$ cat config.mk
export PLATFORM = sky130hd
export DESIGN_NAME = phfa_ram
export DESIGN_NICKNAME = d
export VERILOG_FILES = /design/src/hdl/phfa_ram.sv
export SDC_FILE = /design/constraint.sdc
export NUM_CORES = 1
export LEC_CHECK = 0
export BUFFER_PORTS_ARGS = -buffer_cell sky130_fd_sc_hd__buf_2
export CAP_MARGIN = 5
export CORE_MARGIN = 1
export CORE_UTILIZATION = 34
export CTS_BUF_LIST = sky130_fd_sc_hd__clkbuf_8
export DETAILED_ROUTE_END_ITERATION = 10
export GPL_TIMING_DRIVEN = 0
export PLACE_DENSITY = 0.57
export SKIP_LAST_GASP = 1
export SLEW_MARGIN = 20
export SYNTH_ARGS = -nofsm -noshare
export SYNTH_HDL_FRONTEND = slang
export SYNTH_SLANG_ARGS = --single-unit
$ cat constraint.sdc
create_clock -name i_clk -period 1.65 [get_ports i_clk]
set_clock_uncertainty 0.1 [all_clocks]
set_input_delay 0.0825 -clock i_clk [delete_from_list [all_inputs] [get_ports i_clk]]
set_output_delay 0.0825 -clock i_clk [all_outputs]
set_load 0.01 [all_outputs]
$ cat src/hdl/phfa_ram.sv
// Generic single-clock RAM: one write port, one read port, registered read data.
// A read that meets a write to the same address returns the old contents.
module phfa_ram #(
    parameter int WIDTH = 8,
    parameter int DEPTH = 16,
    localparam int AddrW = $clog2(DEPTH)
) (
    input  logic             i_clk,
    input  logic             i_we,
    input  logic [AddrW-1:0] i_waddr,
    input  logic [WIDTH-1:0] i_wdata,
    input  logic             i_re,
    input  logic [AddrW-1:0] i_raddr,
    output logic [WIDTH-1:0] o_rdata
);

    logic [WIDTH-1:0] r_mem [DEPTH];
    logic [WIDTH-1:0] r_rdata;

    // Write port
    always_ff @(posedge i_clk) begin
        if (i_we) begin
            r_mem[i_waddr] <= i_wdata;
        end
    end

    // Registered read port
    always_ff @(posedge i_clk) begin
        if (i_re) begin
            r_rdata <= r_mem[i_raddr];
        end
    end

    assign o_rdata = r_rdata;

endmodule

==> results.md <==
* Outcome: finished with violations
* Failing checks: setup timing
* Fmax at 602 MHz
* Gp weighted congestion at 0.847
* Layout cell share with drive strength beyond 1 at 32.0%
* Sw Share at 22.2%
* Post-layout nets at 301
* Number of global-route vias before repair at 2565
* Final max-slew violation count at 0
* Most Crowded Layer GR: met2
* Yosys top cell area share at 78.1%
* Arrival time worst endpoint at 1710 ps
* Antenna fix cells at 0
* Distinct cells, synth at 18
* Met1 Usage GRT at 19.5%
* Post-Synthesis Cells at 229
* First-pass GRT wire length at 15700 µm
* Sequential Power Share at 60.2%
* Peak supply drop at 0.000800 V
* NetSw at 1.44 mW
* Antenna violations before repair at 0
* Detailed Route WL at 10400 µm
* Post-synth top cells: edfxtp_1 (136), mux4_2 (18), a22oi_1 (16), mux4_1 (14), nor2_1 (13)
* Final ANT Viol Nets at 0
* Clock sinks at 136
* RSZ-0062 raised after global routing: yes
* Comb pwr share at 6.4%
* Vias per cell at 5.01
* Worst-path cell chain: mux4_2 > a22oi_1 > nand2_1
* Main synth FF type: edfxtp_1
* Worst rel slew slack at 43.0%
* Max-cap viol count at 0
* Core ar. at 14800 µm²
* Avg Cell Area, Syn at 22.8 µm²
* Initial core utilization at 35.4%
* Crit. End Element: register
* Worst-path cell with the longest stage delay: mux4_2
* Sequential share of the synthesized area at 78.1%
* GRT met3 Usage at 4.97%
* Critical path buffer and inverter count at 0
* Tcrit/Tclk final at 101%
* Cts bufs inserted at 17
* Clk buf depth at 2
* Die H at 126 µm
* DRC viols at 0
* Power Internal at 5.04 mW
* Router iterations before antenna repair at 4
* Yosys top cell by area: edfxtp_1
* Max stage delay on crit path at 490 ps
* Fillers at 1320
* Core Util, Final at 40.9%
* Starting DRT DRC Count at 165
* CP Launch Type: register
* Post-CTS setup buffers at 0
* Mapped Area at 5230 µm²
* Yosys reg bits at 136
* Total grt overflow at 0
* M2 GR Usage at 21.6%
* CTS tree: built
* Post-synth EDFFs at 136
* Min Tclk post-route at 1660 ps
* Reg2Reg Depth at 3
* Crit Path Class: reg -> reg
* Worst skew pair latency at 430 ps
* Pre-CTS WS at -253 ps
* Count leader, synth: edfxtp_1
* Pleak at 1.96 nW
* Ys async rst share at 0%
* P&R area growth vs syn at 15.3%
* Die width at 126 µm
* Post-DR wirelength/cell at 21.8 µm
* Total power at 6.48 mW
* I/O Buffers at 25
* Hold WS at 96.6 ps
* Synth top area cells: edfxtp_1 (78%), mux4_2 (7.8%), mux4_1 (7.0%), a22oi_1 (2.3%), nor2_1 (0.93%)
* WP data required at 1700 ps
* Worst Setup Slack, final at -11.8 ps
* Largest net degree at the start of global routing at 17
* Root Driver: clkbuf_8
* Hold Path Depth at 2
* Row cnt at 44
* Overall Global Routing Usage at 14.3%
* Total I/O pin count at 27
* Finish-stage setup viols at 1
* Clock power frac at 33.4%
* Post-Synthesis Net Count at 248
* CTS H-tree lvls at 4
* Hold Vio Cnt, Final at 0
* Worst-path clk slew at 70 ps
* Yosys warns at 0
* Worst-margin pin slew at 852 ps
* DPL Wire Length at 6660 µm
* Delay-heaviest family, CP: multiplexers
* Worst Hold Class: in -> reg
* Crit-path max FO at 1
* Via count at 2393
* CP Depth at 3
* Pwr/cell area at 1080 nW/µm²
* Die area at 15900 µm²
==> logic make-up after synthesis <==
kind of cell    count (synthesis)  share of synthesized area (%)
simple gates                   35                           3.14
compound gates                 16                           2.30
buf+inv                        10                           1.65
flops                         136                           78.1
mux                            32                           14.8
==> metrics by stage <==
stage | cells | instance area [µm²] | TNS, ps
CTS | 478 | 6010 | -67.6
global placement | 438 | 5590 | -16040
global route | 478 | 6030 | -45.2
detailed placement | 438 | 5600 | -8370
finish | 478 | 6030 | -11.8
floorplan | 229 | 5230 | 0
==> routing by layer <==
layer  part of all wire, %  vias up
met5                     0        -
met2                    48       75
met1                    45     1228
met3                   6.4        7
met4                  0.49        0
li1                      -     1083
==> registers in the layout (all words and copies together) (netlist names) <==
register and flops:
r_mem 128, o_rdata 8
==> cells in the final DEF (no fill, tap or decap), drive strengths merged, types with 2 or more instances in the layout <==
| cell type | count |
|---|---|
| a22oi | 16 |
| clkinvlp | 2 |
| inv | 4 |
| clkbuf | 17 |
| clkinv | 8 |
| nand2b | 2 |
| nor2 | 13 |
| dlygate4sd3 | 9 |
| nor3 | 4 |
| mux4 | 32 |
| clkdlybuf4s25 | 3 |
| buf | 32 |
| edfxtp | 136 |
| nand2 | 9 |
| nand3b | 2 |
==> worst register-to-register path: stages (launching register included) <==
cell      delay [ps]
edfxtp_1         370
mux4_2           490
a22oi_1          260
nand2_1          160
==> layout make-up <==
class	count	area [µm²]	area share [%]
multi-input cells	83	1110	18.4
clock buffers	17	234	3.88
repair buffers	34	215	3.57
clock inverters	14	72.6	1.20
flip-flops and latches	136	4080	67.7
well taps	184	230	3.82
plain buffers	10	86.3	1.43
==> power groups by stage <==
stage,clock (mW),sequential (mW),combinational [mW]
2_1_floorplan,0,3.99,0.197
3_3_place_gp,0,3.98,0.379
3_5_place_dp,0,3.98,0.389
4_1_cts,2.21,3.91,0.411
5_1_grt,2.35,3.91,0.443
6_report,2.16,3.91,0.414
==> worst paths after layout <==
check	start	endpoint	slack, ps
max	r_mem[4][6]	o_rdata[6]	-10
max reg2reg	r_mem[4][6]	o_rdata[6]	-10
min	i_waddr[0]	r_mem[0][5]	100
min reg2reg	r_mem[14][1]	o_rdata[1]	670
==> timing repair <==
action,CTS,global route
setup endpoints to repair,4,6
pin swaps,0,3
resized for setup,4,6
hold endpoints to repair,136,0
hold buffers,9,0
Power figures use the tool's default switching activity.
