### src/hdl/phfa_pkg.sv
// Shared types and constants for the pair histogram fold accumulator.
// No dependencies; the square-root unit, the top level and the checker import this package.
package phfa_pkg;

    // Histogram geometry
    localparam int MAX_ETA_BINS   = 16;
    localparam int MAX_PHI_BINS   = 32;
    localparam int FOLD_ETA_SLOTS = 2 * MAX_ETA_BINS - 1;
    localparam int FOLD_DEPTH     = FOLD_ETA_SLOTS * MAX_PHI_BINS;
    localparam int ADDR_W         = $clog2(FOLD_DEPTH);

    // Register and field widths
    localparam int ETA_REG_W = 5;
    localparam int PHI_REG_W = 6;
    localparam int CFG_IDX_W = 2;
    localparam int CFG_DAT_W = 6;
    localparam int VAL_IN_W  = 32;
    localparam int ERR_IN_W  = 31;
    localparam int SQ_W      = 2 * ERR_IN_W;
    localparam int VAL_SUM_W = 41;
    localparam int ERR_SUM_W = 64;
    localparam int ROOT_W    = ERR_SUM_W / 2;

    // Reset values of the registers
    localparam logic [ETA_REG_W-1:0] ETA_BINS_RST = ETA_REG_W'(16);
    localparam logic [PHI_REG_W-1:0] PHI_BINS_RST = PHI_REG_W'(32);

    // Register indexes
    localparam logic [CFG_IDX_W-1:0] CFG_ETA_BINS = CFG_IDX_W'(0);
    localparam logic [CFG_IDX_W-1:0] CFG_PHI_BINS = CFG_IDX_W'(1);

    // Request modes
    localparam logic MODE_ACCUM = 1'b0;
    localparam logic MODE_READ  = 1'b1;

    // Control from the top level to the square-root unit
    typedef struct packed {
        logic start;
        logic ack;
    } t_sqrt_ctl;

    // Status from the square-root unit to the top level
    typedef struct packed {
        logic busy;
        logic valid;
    } t_sqrt_sts;

endpackage

### src/hdl/phfa_sqrt.sv
// Bit-serial integer square root: one root bit per cycle, result held until taken.
// Depends on phfa_pkg for widths and the control and status structs.
module phfa_sqrt
    import phfa_pkg::*;
(
    input  logic                 i_clk,
    input  logic                 i_rst_n,
    input  t_sqrt_ctl            i_ctl,
    input  logic [ERR_SUM_W-1:0] i_operand,
    output t_sqrt_sts            o_sts,
    output logic [ROOT_W-1:0]    o_root
);

    localparam int RemW = ROOT_W + 3;
    localparam int CntW = $clog2(ROOT_W);

    typedef enum logic [2:0] {
        ST_IDLE = 3'b001,
        ST_RUN  = 3'b010,
        ST_DONE = 3'b100
    } t_state;

    t_state               r_state, n_state;
    logic [CntW-1:0]      r_cnt;
    logic [ERR_SUM_W-1:0] r_x;
    logic [RemW-1:0]      r_rem;
    logic [ROOT_W-1:0]    r_root;

    logic [RemW-1:0] rem_sh;
    logic [RemW-1:0] trial;
    logic            take;

    // One restoring step: bring down two operand bits, try root*4+1
    assign rem_sh = {r_rem[RemW-3:0], r_x[ERR_SUM_W-1 -: 2]};
    assign trial  = {1'b0, r_root, 2'b01};
    assign take   = (rem_sh >= trial);

    // Sequence idle, iterate, hold result
    always_comb begin
        n_state = r_state;
        unique case (r_state)
            ST_IDLE: if (i_ctl.start) n_state = ST_RUN;
            ST_RUN:  if (r_cnt == CntW'(ROOT_W - 1)) n_state = ST_DONE;
            ST_DONE: if (i_ctl.ack) n_state = ST_IDLE;
            default: n_state = ST_IDLE;
        endcase
    end

    always_ff @(posedge i_clk) begin
        if (!i_rst_n) begin
            r_state <= ST_IDLE;
        end else begin
            r_state <= n_state;
        end
    end

    // Datapath: load on start, advance one bit per cycle while running
    always_ff @(posedge i_clk) begin
        if (r_state == ST_IDLE && i_ctl.start) begin
            r_x    <= i_operand;
            r_rem  <= '0;
            r_root <= '0;
            r_cnt  <= '0;
        end else if (r_state == ST_RUN) begin
            r_x   <= {r_x[ERR_SUM_W-3:0], 2'b00};
            r_cnt <= r_cnt + CntW'(1);
            if (take) begin
                r_rem  <= rem_sh - trial;
                r_root <= {r_root[ROOT_W-2:0], 1'b1};
            end else begin
                r_rem  <= rem_sh;
                r_root <= {r_root[ROOT_W-2:0], 1'b0};
            end
        end
    end

    assign o_sts.busy  = (r_state == ST_RUN);
    assign o_sts.valid = (r_state == ST_DONE);
    assign o_root      = r_root;

endmodule

### config.mk
export PLATFORM = sky130hd
export DESIGN_NAME = phfa_sqrt
export DESIGN_NICKNAME = d
export VERILOG_FILES = /design/src/hdl/phfa_pkg.sv /design/src/hdl/phfa_sqrt.sv
export SDC_FILE = /design/constraint.sdc
export NUM_CORES = 1
export LEC_CHECK = 0
export BUFFER_PORTS_ARGS = -buffer_cell sky130_fd_sc_hd__buf_4
export CORE_MARGIN = 2
export CORE_UTILIZATION = 52
export CTS_CLUSTER_DIAMETER = 150
export DETAILED_ROUTE_END_ITERATION = 8
export PLACE_DENSITY = 0.87
export SLEW_MARGIN = 20
export SYNTH_ARGS = -nofsm -noshare
export SYNTH_HDL_FRONTEND = slang
export SYNTH_SLANG_ARGS = --single-unit
### constraint.sdc
create_clock -name i_clk -period 3.6 [get_ports i_clk]
set_input_delay 0.54 -clock i_clk [delete_from_list [all_inputs] [get_ports i_clk]]
set_output_delay 0.54 -clock i_clk [all_outputs]
set_load 0.02 [all_outputs]
==> reports/qor.yml <==
sta:
  fin_crit_ps: 3020
  fin_setup_tns_ps: 0
  slew_violations: 0
  fin_hold_ws_ps: 298
  report.final.hold_viol_count: 0
  worst_pin_slew_ps: 660
  fmax_mhz: 331
  fin_crit_sh_pct: 84.0
  finalWorstSetupSlack_ps: 576
  skew_ps: 8.65
  rsz0062_at_grt: "no"
  setup_viol: 0
  slew_headroom_pct: 56.0
yosys:
  synth-main-ff-cell: "dfxtp_1"
  synthTopCellsByCount: "nand2_1, dfxtp_1, edfxtp_1"
  syn_inst: 841
  ys_seq_elements: 137
  synth_fa_ha_area_share_pct: 6.12
  synth.largest_area_cell: "edfxtp_1"
  yosysWarnings: 0
  synth_mux_area_share_pct: 0.816
  synth-simple-area-share_pct: 19.4
  synth_top_area_share_pct: 26.1
  synth.most_common_cell: "nand2_1"
  synthTopCellsByArea: "edfxtp_1, dfxtp_1, nand2_1"
  synth_compound_area_share_pct: 18.3
  synth.avg_cell_area_um2: 8.75
  synth_fp_nets: 945
  async_flop_share_pct: 0
  synth_edf_count: 64
  netlist_area_um2: 7360
  synthDistinctLibCells: 69
  synth-xor-area-share_pct: 3.69
  synth-seq-area-share_pct: 46.0
  synth_top_family_by_area: "simple AND/OR/NAND/NOR gates"
critical_path:
  cp.required_ps: 3890
  critPathTopFamily: "compound AO/OA/AOI/OAI gates"
  crit_path_top_delay_cell: "o21ai_4"
  critPathLaunchType: "register"
  crit_path_cell_trace: "inv_1 -> ha_1 -> a21oi_1 -> o211ai_1 -> a2111oi_4 -> o32ai_2 -> o21ai_4 -> buf_4 -> nor2_1 -> a21oi_1 -> o21ai_0"
  cp.buffers_inverters: 2
  crit_path_frequent_cell: "a21oi_1"
  cp_max_fo: 19
  r2r_end: "r_rem[6]"
  critPathKind: "reg -> reg"
  reg2regPathDepth: 11
  worstSetupEndpointType: "register"
  rrSetupSlack_ps: 580
  worstPathArrival_ps: 3310
  rr_startpoint: "o_root[4]"
  slowest_delay_ps: 530
min_path:
  holdPathEnd: "r_state[0]"
  worstHoldStart: "i_rst_n"
  whs_path_depth: 2
  hold_class: "in -> reg"
layout:
  regArea_um2: 3380
  drive_gt1_share_pct: 17.5
  multiInputGateArea_um2: 3570
  final_nets: 1025
  nFillCells: 1115
  final_core_util_pct: 63.8
  syn_to_final_growth_pct: 19.9
  num_antenna_cells: 0
routing:
  vias: 6246
  drc: 0
  wl_per_cell_um: 15.6
  vias_per_cell: 5.61
  first_pass_iters: 5
  drt_iter0_drc: 372
  wirelength_mm: 17.4
  ant_nets: 0
die:
  row_count: 43
  die_area_um2: 15100
  fp.dieW_um: 123
  core_um2: 13800
  fp.dieH_um: 123
  start_util_pct: 53.2
  io_pins: 102
clocking:
  worstSkewPairLatency_ps: 430
  cts.reportedPaths.clkPinSlew_ps: 60
  cts_setup_buffers: 0
  cts_tree: "yes"
  clockBufferDepth: 2
  clock_sinks: 137
  cts_hold_buf: 0
  numCtsBuffers: 17
  htree_levels: 4
  cts_root_buffer: "clkbuf_16"
  cts-resized-gates: 0
global_route:
  grt_pass1_wl_mm: 28.5
  antenna_found_initial: 0
  grt_usage_pct: 24.0
  grt_max_degree: 80
  grt_pass1_vias: 6080
  grt-ovfl-total: 0
placed_design:
  io_buffers: 101
  detailed_place_hpwl_mm: 11.6
  place_congestion: 0.912
  pre_cts_slack_ps: 661
outcome:
  status: "finished, final reports clean"
job:
  maxCapViolCount: 0
-- logic make-up (layout without fill, tap and decap cells) --
kind of cell	count (synthesis)	in the layout
and+or+nand+nor	330	330
AOI/OAI and AO/OA	203	203
DFF	137	137
buffers and inverters	98	191
adders and majority gates	36	36
xor gates and xnor gates	31	31
muxes	6	6
-- cells in the final DEF (no fill, tap or decap), types with 17 or more instances in the layout --
cell type,count
inv_1,48
o22ai_1,33
o21ai_0,36
ha_1,36
dfxtp_1,73
nor2_1,36
buf_4,108
a21oi_1,43
edfxtp_1,64
clkbuf_16,17
nand2_1,231
o21ai_1,19
-- routing by layer --
metal | wire length, um | up-vias | part of all wire, % | track usage [%]
met5 | 0 | - | 0 | 0
met3 | 1270 | 43 | 7.3 | 8.07
met1 | 7370 | 2883 | 42 | 29.8
met2 | 8370 | 233 | 48 | 38.6
li1 | - | 3087 | - | -
met4 | 364 | 0 | 2.1 | 9.27
-- final cells by class --
cell class / instances / share of cell area [%]
sequential: 137 / 38.3
tap: 180 / 2.55
clock inverter: 11 / 1.80
multi-input combinational: 606 / 40.4
clock buffer: 21 / 5.33
inverter: 50 / 2.14
timing repair buffer: 109 / 9.41
-- state kept, by name (all words and copies together) (netlist names) --
| signal | cells |
|---|---|
| r_cnt | 5 |
| r_rem | 33 |
| r_state | 3 |
| o_root | 32 |
| r_x | 64 |
-- through the flow --
step                cells  area [um^2]
finish               1114         8830
floorplan             841         7360
global route         1114         8830
detailed placement   1082         8200
global placement     1082         8200
CTS                  1114         8830
-- worst max-delay path by stage --
stage | depth (start not counted) | end | from
4_1_cts | 11 | r_rem[6] | o_root[4]
3_5_place_dp | 11 | r_rem[7] | o_root[4]
5_1_grt | 11 | r_rem[6] | o_root[4]
2_1_floorplan | 6 | r_x[0] | i_ctl[1]
3_3_place_gp | 11 | r_rem[10] | o_root[5]
6_report | 11 | r_rem[6] | o_root[4]
Power is not shown: default switching activity piles up to over one toggle a cycle in this logic, so the estimate is an artifact.
